**src/design/acs_pkg.sv**
```systemverilog
// Shared types and constants for the ABR destination cell sink.
`default_nettype none
package acs_pkg;

    typedef enum logic [1:0] {
        REQ_DATA   = 2'd0,
        REQ_RM     = 2'd1,
        REQ_RESUME = 2'd2,
        REQ_TICK   = 2'd3
    } req_kind_t;

    localparam logic OUT_DATA = 1'b0;
    localparam logic OUT_RM   = 1'b1;

    localparam logic [2:0] CFG_TARGET   = 3'd0;
    localparam logic [2:0] CFG_HIGH     = 3'd1;
    localparam logic [2:0] CFG_LOW      = 3'd2;
    localparam logic [2:0] CFG_INTERVAL = 3'd3;
    localparam logic [2:0] CFG_ER_CELL  = 3'd4;
    localparam logic [2:0] CFG_PEAK     = 3'd5;
    localparam logic [2:0] CFG_MINIMUM  = 3'd6;
    localparam logic [2:0] CFG_VCI      = 3'd7;

    localparam int Q_DEPTH = 4;
    localparam int Q_PTR_W = 2;
    localparam int Q_CNT_W = 3;

    localparam logic [23:0] RATE_MAX  = 24'hFFFFFF;
    localparam logic [15:0] LOAD_MAX  = 16'hFFFF;
    localparam logic [31:0] DROP_MAX  = 32'hFFFFFFFF;

    typedef struct packed {
        logic        kind;
        logic [15:0] tag;
        logic [23:0] er;
        logic        ci;
        logic        clp;
        logic [15:0] vci;
        logic [10:0] qlen;
        logic [31:0] lost;
    } entry_t;

endpackage
`default_nettype wire

```
**src/design/acs_back.sv**
```systemverilog
// Output stage: holds one result and drives the master stream.
`default_nettype none
module acs_back (
    input  wire logic               aclk,
    input  wire logic               aresetn,
    input  wire logic               head_valid,
    input  wire acs_pkg::entry_t    head_entry,
    output logic                    pop,
    output logic                    m_tvalid,
    input  wire logic               m_tready,
    output logic [103:0]            m_tdata,
    output logic                    m_tuser
);
    import acs_pkg::*;

    logic   out_valid_reg;
    entry_t out_reg;

    assign pop = head_valid && (!out_valid_reg || m_tready);

    always_ff @(posedge aclk) begin
        if (!aresetn) begin
            out_valid_reg <= 1'b0;
        end else if (pop) begin
            out_valid_reg <= 1'b1;
        end else if (m_tready) begin
            out_valid_reg <= 1'b0;
        end
    end

    always_ff @(posedge aclk) begin
        if (pop) begin
            out_reg <= head_entry;
        end
    end

    assign m_tvalid = out_valid_reg;
    assign m_tuser  = out_reg.kind;
    assign m_tdata  = {3'b000, out_reg.lost, out_reg.qlen, out_reg.vci, out_reg.clp,
                       out_reg.ci, out_reg.er, out_reg.tag};

endmodule
`default_nettype wire

```
**config.mk**
```make
export PLATFORM = sky130hd
export DESIGN_NAME = acs_back
export DESIGN_NICKNAME = d
export VERILOG_FILES = /design/src/design/acs_pkg.sv /design/src/design/acs_back.sv
export SDC_FILE = /design/constraint.sdc
export NUM_CORES = 1
export LEC_CHECK = 0
export ABC_AREA = 1
export BUFFER_PORTS_ARGS = -buffer_cell sky130_fd_sc_hd__buf_2
export CORE_AREA = 2 2 104 106
export DETAILED_ROUTE_END_ITERATION = 16
export DIE_AREA = 0 0 106 108
export PLACE_DENSITY = 0.73
export SETUP_SLACK_MARGIN = 0.2
export SYNTH_ARGS = -nofsm -noshare
export SYNTH_HDL_FRONTEND = slang
export SYNTH_SLANG_ARGS = --single-unit
```
**constraint.sdc**
```tcl
create_clock -name aclk -period 7.19 [get_ports aclk]
set_clock_uncertainty 0.1 [all_clocks]
set_input_delay 0.719 -clock aclk [delete_from_list [all_inputs] [get_ports aclk]]
set_output_delay 0.719 -clock aclk [all_outputs]
set_load 0.02 [all_outputs]
```
# After elaboration in Yosys (flattened, before gate mapping)
# Index checks and enable logic that the tools add are counted.
[op_classes]
mux = 2
reduce_logical = 4
[ops]
columns = ["op", "count"]
rows = [
  ["$mux 1", 2],
  ["$reduce_bool 2->1", 1],
  ["$logic_and 1x1->1", 1],
  ["$logic_not 1->1", 1],
  ["$logic_or 1x1->1", 1],
]
[word_totals]
reg_bits = 103
output_inout_bits = 107
wordCells = 15

# Longest topological paths before layout
[logic_depth]
word_depth = 4
mapped_depth = 3
depth_no_buf = 3

# Worst setup path after synthesis
# No wires, ideal clock.
[synth_timing]
path_type = "input to output"
startpoint = "in head_valid"
endpoint = "out pop"
t_arrival_ps = 5980
setup_slack_ps = 391
cell_stages = 2
path_buffers = 0
path_cell_list = "inv_1 -> a21oi_1"
[synth_between]
elab_chain_len = 1
[synth_rtl]
columns = ["element", "line", "text"]
rows = [
  ["from (decl)", "acs_back.sv:6", "input wire logic head_valid,"],
  ["$logic_and 1x1->1", "acs_back.sv:19", "assign pop = head_valid && (!out_valid_reg || m_tready);"],
  ["to (decl)", "acs_back.sv:8", "output logic pop,"],
]
# Every way passes these cells.

# Final worst setup path
# Ends and elaborated chain as after synthesis.

==> results.md <==
- Largest net degree at the start of global routing: 56
- Reg2Reg Setup Slack: 4970 ps
- Unrepaired setup endpoints after global routing: false
- Outcome: finished clean
- Number of synthesized flops with an enable pin: 102
- Critical path required time: 6370 ps
- Cts hold-fix bufs: 0
- Hold Crit Depth: 2
- Worst R2R End: m_tdata[86]$_DFFE_PP_
- Max Slew Vio Count: 0
- Crit path capture type: output pin
- Diode count: 0
- PortBufs: 209
- Most used cell, CP: buf_2
- Initial antenna violation count: 0
- DRC viols: 0
- Worst-Margin Slew: 666 ps
- Max cap viols: 0
- Layout cells sized above 1: 0.681
- Placed cells: 459
- Worst hold path type: reg2reg
- Final Hold Fails: 0
- F_max: 381 MHz
- CP startpoint kind: input port
- Post-synth top area cell: edfxtp_1
- Mapped Cells: 113
- Starting density of the core: 0.307
- Hold Slack: 421 ps
- Total CTS buffers: 9
- Core Footprint: 0.0102 sq mm
- Fin crit share: 0.365
- Worst-Skew Late Latency: 360 ps
- H-Tree Depth: 3
- Place WS: 4480 ps
- First-pass GRT wire length: 9920 um
- GRT Resource Usage Total: 0.121
- Routed vias/inst: 3.98
- FP Rows: 37
- Global placement routability congestion: 0.638
- Setup TNS: 0 ps
- Arrival @ worst endpoint: 1810 ps
- Routed Antenna Nets: 0
- Final min period: 2630 ps
- Number of synthesized register bits: 103
- CTS Root Cell: clkbuf_8
- Most frequent cell after synthesis: edfxtp_1
- Slew headroom: 0.556
- GR Overflow Total: 0
- Post-route setup slack: 4560 ps
- Routed via count: 1892
- Synth top cells by count: 102 x edfxtp_1, 3 x buf_4, 2 x inv_1
- CTS sink cnt: 103
- Async SR Flop Fraction: 0
- CP Class: in2out
- Most used DFF post-synth: edfxtp_1
- Nets: 440
- Synth Cell Area: 0.00314 sq mm
- Initial DRC count: 68
- Crit Path Max Fanout: 49
- DIE WIDTH: 106 um
- FF-to-FF path depth: 3
- Finished Layout Cells: 475
- Design area: 0.00458 sq mm
- Setup violators final: 0
- Pwr dens: 265 mW/mm^2
- P_leak: 1.97 nW
- Unique masters post-synth: 9
- Vert. Die Dim: 108 um
- Crit path cell chain: buf_2 > inv_1 > a21oi_4 > buf_4 > buf_2
- Synth top area share: 0.975
- Number of global-route vias before repair: 1943
- Worst-path clk slew: 90 ps
- Hold Startpoint: m_tvalid$_SDFFE_PN0P_
- Syn-to-layout area delta: 45.8%
- Crit-path max cell delay: 520 ps
- Wire per inst: 14.7 um
- Leading post-synthesis cells by cell area: edfxtp_1 98%, buf_4 0.72%, dfxtp_1 0.64%, a21oi_2 0.28%, inv_1 0.24%
- Crit-path slowest cell: buf_4
- Die area: 0.0114 sq mm
- Synth Area per Inst: 27.8 sq um
- YS warnings: 0
- CTS tree: done
- Routed wire length: 7000 um
- Reg2reg start: m_tvalid$_SDFFE_PN0P_
- Hold Path End: m_tvalid$_SDFFE_PN0P_
- Sequential share of the synthesized area: 0.982
- Post-cts resize count: 0
- VDD IR max: 0.0994 mV
- Drt first pass iters: 4
- Clock Path Buffers: 2
- DP Area: 0.00437 sq mm
- I/O pin cnt: 213
- Post-CTS setup buffer count: 0
## where the power goes
part           internal (mW)  total (mW)  switching (mW)
clock                  0.193       0.378           0.185
sequential             0.701       0.710         0.00822
combinational         0.0431       0.124          0.0812
total                  0.938        1.21           0.274
## worst max path at each step
stage                          start                     to  slack, ps  depth (start not counted)
after CTS                 head_valid                    pop       4570                          5
after detailed placement  head_valid  m_tdata[33]$_DFFE_PP_       4480                          5
after floorplan           head_valid                    pop        390                          2
final                     head_valid                    pop       4560                          5
after global placement    head_valid  m_tdata[33]$_DFFE_PP_       4560                          5
after global routing      head_valid                    pop       4470                          5
## through the flow
step	utilization	power, mW
final	0.448	1.21
after global routing	0.448	1.27
after CTS	0.448	1.23
after detailed placement	0.427	0.850
after global placement	0.427	0.847
after floorplan	-	0.790
## layer usage
layer / global-route usage / routed length, um / share of wire / up-vias
met5: 0 / 0 / 0 / -
met4: 0.0742 / 165 / 0.024 / 0
met3: 0.0422 / 663 / 0.095 / 12
met2: 0.191 / 3400 / 0.49 / 127
met1: 0.143 / 2770 / 0.40 / 874
li1: - / - / - / 879
## state kept, by name (all words and copies together), names as in the netlist
| register | flops |
|---|---|
| m_tdata | 101 |
| m_tuser | 1 |
| m_tvalid | 1 |
## cell type report
cell class / instances / area [sq um]
well taps: 136 / 170
clock inverters: 7 / 87.6
multi-input cells: 6 / 42.5
repair buffers: 211 / 1060
clock buffers: 9 / 124
inverters: 3 / 11.3
fillers: 917 / 5650
flip-flops and latches: 103 / 3080
## layout by cell type (no fill, tap or decap)
cell type / instances
a21oi_4: 1
clkinv_2: 4
bufinv_16: 2
buf_4: 2
conb_1: 3
a21oi_2: 1
clkinvlp_4: 1
inv_1: 2
dfxtp_1: 1
edfxtp_1: 102
inv_2: 1
buf_2: 209
clkbuf_8: 9
nand2_2: 1
## worst max-delay path, delay by kind of cell
kind                   cells  cell delay, ps
AO/OA/AOI/OAI              1             100
buffers and inverters      4             950
## kinds of logic after synthesis
family,share of synthesized area
AND/OR/NAND/NOR,0.00199
flip-flops,0.982
other,0.00119
AO/OA/AOI/OAI,0.00438
buffers and inverters,0.0108
(Power assumes the default switching activity.)
