==> src/design/acs_pkg.sv <==
// Shared types and constants for the ABR destination cell sink.
`default_nettype none
package acs_pkg;

    typedef enum logic [1:0] {
        REQ_DATA   = 2'd0,
        REQ_RM     = 2'd1,
        REQ_RESUME = 2'd2,
        REQ_TICK   = 2'd3
    } req_kind_t;

    localparam logic OUT_DATA = 1'b0;
    localparam logic OUT_RM   = 1'b1;

    localparam logic [2:0] CFG_TARGET   = 3'd0;
    localparam logic [2:0] CFG_HIGH     = 3'd1;
    localparam logic [2:0] CFG_LOW      = 3'd2;
    localparam logic [2:0] CFG_INTERVAL = 3'd3;
    localparam logic [2:0] CFG_ER_CELL  = 3'd4;
    localparam logic [2:0] CFG_PEAK     = 3'd5;
    localparam logic [2:0] CFG_MINIMUM  = 3'd6;
    localparam logic [2:0] CFG_VCI      = 3'd7;

    localparam int Q_DEPTH = 4;
    localparam int Q_PTR_W = 2;
    localparam int Q_CNT_W = 3;

    localparam logic [23:0] RATE_MAX  = 24'hFFFFFF;
    localparam logic [15:0] LOAD_MAX  = 16'hFFFF;
    localparam logic [31:0] DROP_MAX  = 32'hFFFFFFFF;

    typedef struct packed {
        logic        kind;
        logic [15:0] tag;
        logic [23:0] er;
        logic        ci;
        logic        clp;
        logic [15:0] vci;
        logic [10:0] qlen;
        logic [31:0] lost;
    } entry_t;

endpackage
`default_nettype wire

==> src/design/acs_queue.sv <==
// Short result queue between the front end and the output stage.
`default_nettype none
module acs_queue (
    input  wire logic               aclk,
    input  wire logic               aresetn,
    input  wire logic               push,
    input  wire acs_pkg::entry_t    push_entry,
    input  wire logic               pop,
    output logic                    head_valid,
    output acs_pkg::entry_t         head_entry,
    output logic [acs_pkg::Q_CNT_W-1:0] count
);
    import acs_pkg::*;

    entry_t               entry_reg [Q_DEPTH];
    logic [Q_PTR_W-1:0]   wr_ptr_reg, rd_ptr_reg;
    logic [Q_CNT_W-1:0]   count_reg;
    logic                 do_pop;

    assign do_pop     = pop && (count_reg != '0);
    assign head_valid = (count_reg != '0);
    assign head_entry = entry_reg[rd_ptr_reg];
    assign count      = count_reg;

    always_ff @(posedge aclk) begin
        if (!aresetn) begin
            wr_ptr_reg <= '0;
            rd_ptr_reg <= '0;
            count_reg  <= '0;
        end else begin
            if (push) begin
                wr_ptr_reg <= wr_ptr_reg + 1'b1;
            end
            if (do_pop) begin
                rd_ptr_reg <= rd_ptr_reg + 1'b1;
            end
            case ({push, do_pop})
                2'b10:   count_reg <= count_reg + 1'b1;
                2'b01:   count_reg <= count_reg - 1'b1;
                default: count_reg <= count_reg;
            endcase
        end
    end

    always_ff @(posedge aclk) begin
        if (push) begin
            entry_reg[wr_ptr_reg] <= push_entry;
        end
    end

endmodule
`default_nettype wire

==> config.mk <==
export PLATFORM = sky130hd
export DESIGN_NAME = acs_queue
export DESIGN_NICKNAME = d
export VERILOG_FILES = /design/src/design/acs_pkg.sv /design/src/design/acs_queue.sv
export SDC_FILE = /design/constraint.sdc
export NUM_CORES = 1
export LEC_CHECK = 0
export BUFFER_PORTS_ARGS = -buffer_cell sky130_fd_sc_hd__buf_2
export CAP_MARGIN = 20
export CELL_PAD_IN_SITES_DETAIL_PLACEMENT = 1
export CELL_PAD_IN_SITES_GLOBAL_PLACEMENT = 1
export CORE_AREA = 5 5 231 233
export CTS_CLUSTER_SIZE = 16
export DETAILED_ROUTE_END_ITERATION = 12
export DIE_AREA = 0 0 236 238
export PLACE_DENSITY_LB_ADDON = 0.12
export RECOVER_POWER = 50
export SYNTH_ARGS = -nofsm -noshare
export SYNTH_HDL_FRONTEND = slang
export SYNTH_SLANG_ARGS = --single-unit
==> constraint.sdc <==
create_clock -name aclk -period 3.85 [get_ports aclk]
set_input_delay 0.1925 -clock aclk [delete_from_list [all_inputs] [get_ports aclk]]
set_output_delay 0.1925 -clock aclk [all_outputs]
set_load 0.005 [all_outputs]
Yosys cells after proc, flatten, opt, wreduce, memory -nomap -nowiden
Memories as Yosys holds them, arrays and structs flattened. A register that Yosys moved wholly into a read port is not among the register bits.
Cells that the tools add are included.

operators by class
  multiplexer cells = 5
  eq/ne operators = 2
  $add $sub $neg = 4
  reductions and logical operators = 3

operator list
  cell                                                 count
  one-hot mux 3 bit (2 select lines)                   1
  adder 2 x 1 -> 2 bit, second input constant          2
  2-to-1 mux 2 bit                                     2
  adder 3 x 1 -> 3 bit, second input constant          1
  nonzero test 3 bit                                   1
  subtractor 3 x 1 -> 3 bit, second input constant     1
  equality test 2 x 1 -> 1 bit, second input constant  1
  equality test 2 bit, second input constant           1
  2-to-1 mux 1 bit                                     2
  nonzero test 2 bit                                   1
  logical AND 1 bit                                    1

storage, ports and cells
  register bits = 7
  memory bits (writable) = 408
  word-level logic and storage cells = 18
  input bits = 106
  output and inout bits = 106
  memories = 1

memory list
  memory     words  width  read ports  clocked after memory_dff  wr ports  line             source
  entry_reg  4      102    1           1                         1         acs_queue.sv:15  entry_t entry_reg [Q_DEPTH];

Depth between registers and ports, before layout
Gate-level depths: netlist of the first run.

  word-level depth = 4
  mapped depth = 7
  depth with buffers taken out = 7

Worst setup path after synthesis of the first run
Ideal clock, no wire load.

  kind = register -> register
  from = register wr_ptr_reg[0]
  to = memory entry_reg[0][0] (netlist name) (enable)
  period minus slack after synthesis = 3369 ps
  setup time = 472 ps
  setup slack = 481 ps
  data required time = 3378 ps
  cell stages (with the launch flop) = 4
  buffers on the path = 0
  data arrival time = 2897 ps
  path through = dfxtp_1 inv_1 ha_1 and2_1

RTL lines
  item                    line             source
  from (decl)             acs_queue.sv:16  logic [Q_PTR_W-1:0] wr_ptr_reg, rd_ptr_reg;
  from (signal assigned)  acs_queue.sv:32  wr_ptr_reg <= wr_ptr_reg + 1'b1;
  to (decl)               acs_queue.sv:15

No word-level cell before the write port.

==> summary.txt, run 1 <==
Outcome
  • Outcome: completed

Layout
  • Commonest non-fill, non-tap cells in the layout: edfxtp_1 (408), clkbuf_1 (113), buf_2 (107)
  • Ratio of cells with drive above 1 in the final layout: 0.299
  • Number of diodes: 0
  • P&R area growth vs syn: 27.7%
  • Most common cell after layout, fill and taps aside: edfxtp_1
  • Max reg flops: 408
  • Fin nets: 1040

Route
  • Wire per inst: 20.4 um
  • Vias: 7177
  • Router iterations before antenna repair: 4
  • Via density per instance: 4.37
  • M1 WL: 13.8 mm
  • Routed wire length: 33.4 mm
  • Initial DRC count: 284
  • DRT antenna net count: 0
  • # DRC: 0
  • Met2 WL: 17.2 mm
  • Top sig layer: met4
  • Met3 routed WL: 1.76 mm

STA
  • Final setup vio count: 0
  • Slew HR: 0.353
  • Max-slew violation count: 0
  • Skew final: 0.0139 ns
  • Worst-Margin Slew: 0.970 ns
  • Fin Setup TNS: 0 ns
  • Worst setup margin: 1.17 ns
  • Period utilisation layout: 0.697
  • Max Clk Rate: 0.373 GHz
  • Hold WS: 0.0644 ns
  • Min Clock Period, post-route: 2.68 ns
  • Final Hold Fails: 0
  • Unrepaired setup endpoints after global routing: false

Logic synthesis
  • Post-synthesis compound-gate area fraction: 0.00231
  • Ys flop type: edfxtp_1
  • Yosys cell types: 20
  • Area fraction of the dominant cell type after synthesis: 0.808
  • Synth Area in Simple Gates: 0.00561
  • Ys async rst share: 0
  • FF+latch count, synth: 417
  • Post-Syn Instances: 578
  • YS warnings: 0
  • Number of synthesized flops with an enable pin: 408
  • Post-Synth Adder-Cell Area: 0.00544
  • Netlist Area Pre-Place: 15200 um^2
  • Post-synthesis sequential area ratio: 0.819
  • Largest family of logic cells by synthesized area: multiplexers
  • Post-synthesis xor/xnor area fraction: 0.00289
  • Net count after synthesis: 690
  • Area contributors post-synth: edfxtp_1 (81%), mux4_2 (15%), dfxtp_1 (1.2%), buf_6 (0.67%), ha_1 (0.41%)
  • Cell taking the most area after synthesis: edfxtp_1
  • Mux share of post-synthesis cell area: 0.152
  • Syn avg cell area: 26.2 um^2

Floorplan
  • Die ar.: 56200 um^2
  • Starting Density: 0.298
  • I/O Pins: 212
  • CORE AREA: 51000 um^2
  • Die extent in x: 236 um
  • Row Count: 83
  • Die height: 238 um

Power and ir drop
  • Pwr Total: 11.3 mW
  • PwrDens: 581 nW/um^2
  • Worst VDD drop: 0.375 mV
  • Leakage: 6.21 nW

Global route
  • Vias in the first global route: 8282
  • Total congestion overflow: 0
  • First-pass GRT wire length: 51.1 mm
  • All-Layer GR Usage: 0.118
  • Antenna violations before repair: 0
  • Largest net degree at the start of global routing: 64

Placed design
  • GPL Wtd Cong: 0.686
  • Hpwl dp: 19.9 mm
  • Buffers on Ports: 211
  • Pre-CTS setup slack: 1.66 ns

CTS
  • # resized after CTS: 0
  • CTS Buffer Depth: 3
  • CTS root buffer: clkbuf_16
  • CTS clk-pin slew, worst paths: 0.06 ns
  • H-tree levels: 2
  • TritonCTS buffer count: 46
  • Worst skew pair latency: 0.56 ns
  • Postcts setup bufs: 0
  • Clock sink total: 417
  • TritonCTS clock tree: done

Flow run
  • Max_cap viols: 0

Worst setup path
  • Nature of the critical path startpoint: register
  • CP Class: register to primary output
  • Crit end category: primary output
  • CP max FO: 45
  • Worst endpoint required time: 3.66 ns
  • Crit path DAT: 2.49 ns
  • Worst R2R Start: count[0]

Hold path
  • Hold Path Class: primary input to register
  • HP Start: push
==> worst max-delay path, stage by stage, from the launching register on <==
cell and delay (ns):
dfxtp_4 0.35, buf_4 0.68, mux4_2 0.64, buf_2 0.15
==> area by class of cell <==
type,instances,area (um^2)
Clock buffer,58,1230
Clock inverter,24,165
Fill cell,4950,31600
Inverter,6,22.5
Multi-Input combinational cell,133,2560
Sequential cell,417,12400
Tap cell,680,851
Timing Repair Buffer,324,2110
==> routing by layer <==
layer / vias up / GRT usage
li1: 3190 / -
met1: 3782 / 0.146
met2: 159 / 0.205
met3: 46 / 0.0329
met4: 0 / 0.0315
met5: - / 0
==> metrics by stage <==
| step | util | instance area (um^2) | std cells |
|---|---|---|---|
| floorplan | - | 15200 | 578 |
| global placement | 0.335 | 17100 | 1457 |
| detailed placement | 0.335 | 17100 | 1457 |
| CTS | 0.383 | 19500 | 1642 |
| global route | 0.380 | 19400 | 1642 |
| finish | 0.380 | 19400 | 1642 |
==> synth_stat cells, types with 2 or more instances <==
cell type,number
xnor2_1,3
ha_1,5
clkbuf_1,3
dfxtp_1,9
mux4_2,102
edfxtp_1,408
xor2_1,2
inv_1,6
o21ai_0,2
buf_2,10
nor2b_1,3
or3_1,2
buf_6,9
and2_1,8
==> what timing repair did <==
action / in CTS / in global routing
hold buffers: 103 / 0
endpoints found under the hold margin: 417 / 0
setup endpoints to repair: 0 / 0
==> worst paths after layout <==
path	endpoint	slack (ns)	cells past startpoint
worst max-delay path	head_entry[78]	1.17	3
worst min-delay path	wr_ptr_reg[1]	0.06	3
worst max register to register	count[2]	1.80	7
worst min register to register	register	0.57	2
==> report_power, final <==
group	leakage [nW]	switching (mW)	internal (mW)	total [mW]
sequential	3.82	0.0989	5.23	5.33
combinational	1.70	0.878	0.980	1.86
clock	0.688	1.70	2.38	4.08
total	6.21	2.68	8.59	11.3
==> cells by family after synthesis <==
| family | Yosys count |
|---|---|
| AOI/OAI and AO/OA | 5 |
| xor gates and xnor gates | 5 |
| adders and majority gates | 6 |
| buffers and inverters | 28 |
| DFF | 417 |
| muxes | 103 |
| and+or+nand+nor | 14 |
No activity file was read; power rests on OpenSTA's default activity.
==> inputs of run 2 (changes only) <==
clock period = 2.8 ns   (was 3.85 ns; I/O delays follow)
==> run 2 against run 1 <==
Clock skew fell by 0.0075 ns; cell area rose by 1.2%; via count rose by 1.6%; sequential power rose by 38%; die area did not move; routed wire length rose by 3.8%; worst setup slack got worse by 0.80 ns; non-clock buffer count rose by 7; clock power rose by 44%; cell count rose by 0.85%; register-to-register slack got worse by 1.4 ns; critical endpoint is now entry_reg[3][79].
==> summary.txt, run 2 (same netlist as run 1, synthesis figures left out) <==
Worst setup path
  • Reg2reg setup slack: 0.36 ns (was 1.80 ns)
  • CP max FO: 20 (was 45)
  • CP Class: register to register (was register to primary output)
  • Worst R2R Start: wr_ptr_reg[0] (was count[0])
  • Worst endpoint required time: 3.03 ns (was 3.66 ns)
  • Crit path DAT: 2.66 ns (was 2.49 ns)
  • Reg2reg end: entry_reg[3][79] (was count[2])
  • Crit end category: register (was primary output)
  • Nature of the critical path startpoint: register (unchanged)
  • R2r worst-path depth: 3 (was 7)

Power and ir drop
  • Leakage: 6.31 nW (was 6.21 nW)
  • PwrDens: 809 nW/um^2 (was 581 nW/um^2)
  • Worst VDD drop: 0.611 mV (was 0.375 mV)

Floorplan
  • Starting Density: 0.298 (unchanged)
  • Die extent in x: 236 um (unchanged)
  • CORE AREA: 51000 um^2 (unchanged)
  • I/O Pins: 212 (unchanged)
  • Die height: 238 um (unchanged)
  • Die ar.: 56200 um^2 (unchanged)
  • Row Count: 83 (unchanged)

STA
  • Worst-Margin Slew: 1.40 ns (was 0.970 ns)
  • Period utilisation layout: 0.870
  • Slew HR: 0.0658 (was 0.353)
  • Min Clock Period, post-route: 2.44 ns
  • Fin Setup TNS: 0 ns (unchanged)
  • Final setup vio count: 0 (unchanged)
  • Max Clk Rate: 0.411 GHz
  • Hold WS: 0.0235 ns (was 0.0644 ns)
  • Max-slew violation count: 0 (unchanged)
  • Skew final: 0.00645 ns (was 0.0139 ns)
  • Unrepaired setup endpoints after global routing: false (unchanged)
  • Final Hold Fails: 0 (unchanged)

Placed design
  • GPL Wtd Cong: 0.703 (was 0.686)
  • Buffers on Ports: 211 (unchanged)
  • Placed Instance Area: 17200 um^2 (was 17100 um^2)
  • Hpwl dp: 21.5 mm (was 19.9 mm)

Route
  • Vias: 7295 (was 7177)
  • Via density per instance: 4.41 (was 4.37)
  • Routed wire length: 34.7 mm (was 33.4 mm)
  • Initial DRC count: 346 (was 284)
  • # DRC: 0 (unchanged)
  • Wire per inst: 21.0 um (was 20.4 um)
  • DRT antenna net count: 0 (unchanged)
  • Router iterations before antenna repair: 4 (unchanged)

CTS
  • CTS root buffer: clkbuf_16 (unchanged)
  • Postcts setup bufs: 0 (unchanged)
  • TritonCTS clock tree: done (unchanged)
  • Cts hold-fix bufs: 103 (unchanged)
  • CTS Buffer Depth: 3 (unchanged)
  • CTS clk-pin slew, worst paths: 0.06 ns (about the same)
  • H-tree levels: 2 (unchanged)
  • Clock sink total: 417 (unchanged)
  • TritonCTS buffer count: 48 (was 46)
  • # resized after CTS: 0 (unchanged)
  • Worst skew pair latency: 0.55 ns (was 0.56 ns)

Global route
  • First-pass GRT wire length: 53.1 mm (was 51.1 mm)
  • All-Layer GR Usage: 0.124 (was 0.118)
  • Antenna violations before repair: 3 (was 0)
  • Largest net degree at the start of global routing: 40 (was 64)
  • Vias in the first global route: 8512 (was 8282)
  • Total congestion overflow: 0 (unchanged)

Layout
  • Max reg flops: 408 (unchanged)
  • Ratio of cells with drive above 1 in the final layout: 0.303 (was 0.299)
  • Fin nets: 1049 (was 1040)
  • Most common cell after layout, fill and taps aside: edfxtp_1 (unchanged)
  • Design area: 19600 um^2 (was 19400 um^2)
  • P&R area growth vs syn: 29.3% (was 27.7%)
  • Commonest non-fill, non-tap cells in the layout: edfxtp_1 (408), clkbuf_1 (117), buf_2 (108) (was edfxtp_1 (408), clkbuf_1 (113), buf_2 (107))

Hold path
  • HP Start: push (unchanged)
  • Hold Path Class: primary input to register (unchanged)
  • Hold path depth: 3 (unchanged)
  • Worst hold endpoint: wr_ptr_reg[1] (unchanged)

Flow run
  • Max_cap viols: 0 (unchanged)

Outcome
  • Outcome: completed (unchanged)
-- run 2: how the worst max path moves through the flow --
stage	start	end	slack (ns)	depth (start not counted)
floorplan	wr_ptr_reg[0]	entry_reg[2][0]	0.56	3
global placement	count[0]	count[2]	0.91	7
detailed placement	count[1]	count[2]	0.76	7
CTS	register	head_entry[41]	0.34	3
global route	wr_ptr_reg[0]	entry_reg[3][63]	0.18	3
finish	wr_ptr_reg[0]	entry_reg[3][79]	0.36	3
-- run 2: through the flow --
stage	util	instances	setup WS (ns)	power [mW]
finish	0.385	1656	0.365	15.9
global route	0.385	1656	0.180	16.7
CTS	0.387	1654	0.337	16.3
detailed placement	0.338	1464	0.760	10.1
global placement	0.338	1464	0.906	10.1
floorplan	-	578	0.560	8.99
-- run 2: cell type report --
| cell class | instances | area, um^2 |
|---|---|---|
| diodes | 2 | 5.00 |
| clock buffers | 65 | 1310 |
| clock inverters | 22 | 183 |
| fillers | 4923 | 31400 |
| inverters | 6 | 22.5 |
| multi-input cells | 133 | 2560 |
| flip-flops and latches | 417 | 12400 |
| well taps | 680 | 851 |
| repair buffers | 331 | 2250 |
-- run 2: report_power, final --
group | internal (mW) | switching (mW) | total (mW)
Clock | 3.53 | 2.34 | 5.87
Sequential | 7.20 | 0.164 | 7.36
Combinational | 1.40 | 1.23 | 2.63
Total | 12.1 | 3.73 | 15.9
-- run 2: layer usage --
| layer | routed length [um] | global-route usage |
|---|---|---|
| met2 | 17400 | 0.208 |
| met5 | 14 | 0 |
| met3 | 1550 | 0.0288 |
| met4 | 788 | 0.0378 |
| met1 | 15000 | 0.161 |
-- run 2: critical path, stage by stage, from the launching register on --
cell	delay, ns
dfxtp_1	0.40
ha_1	0.16
and2_1	1.06
buf_4	0.47
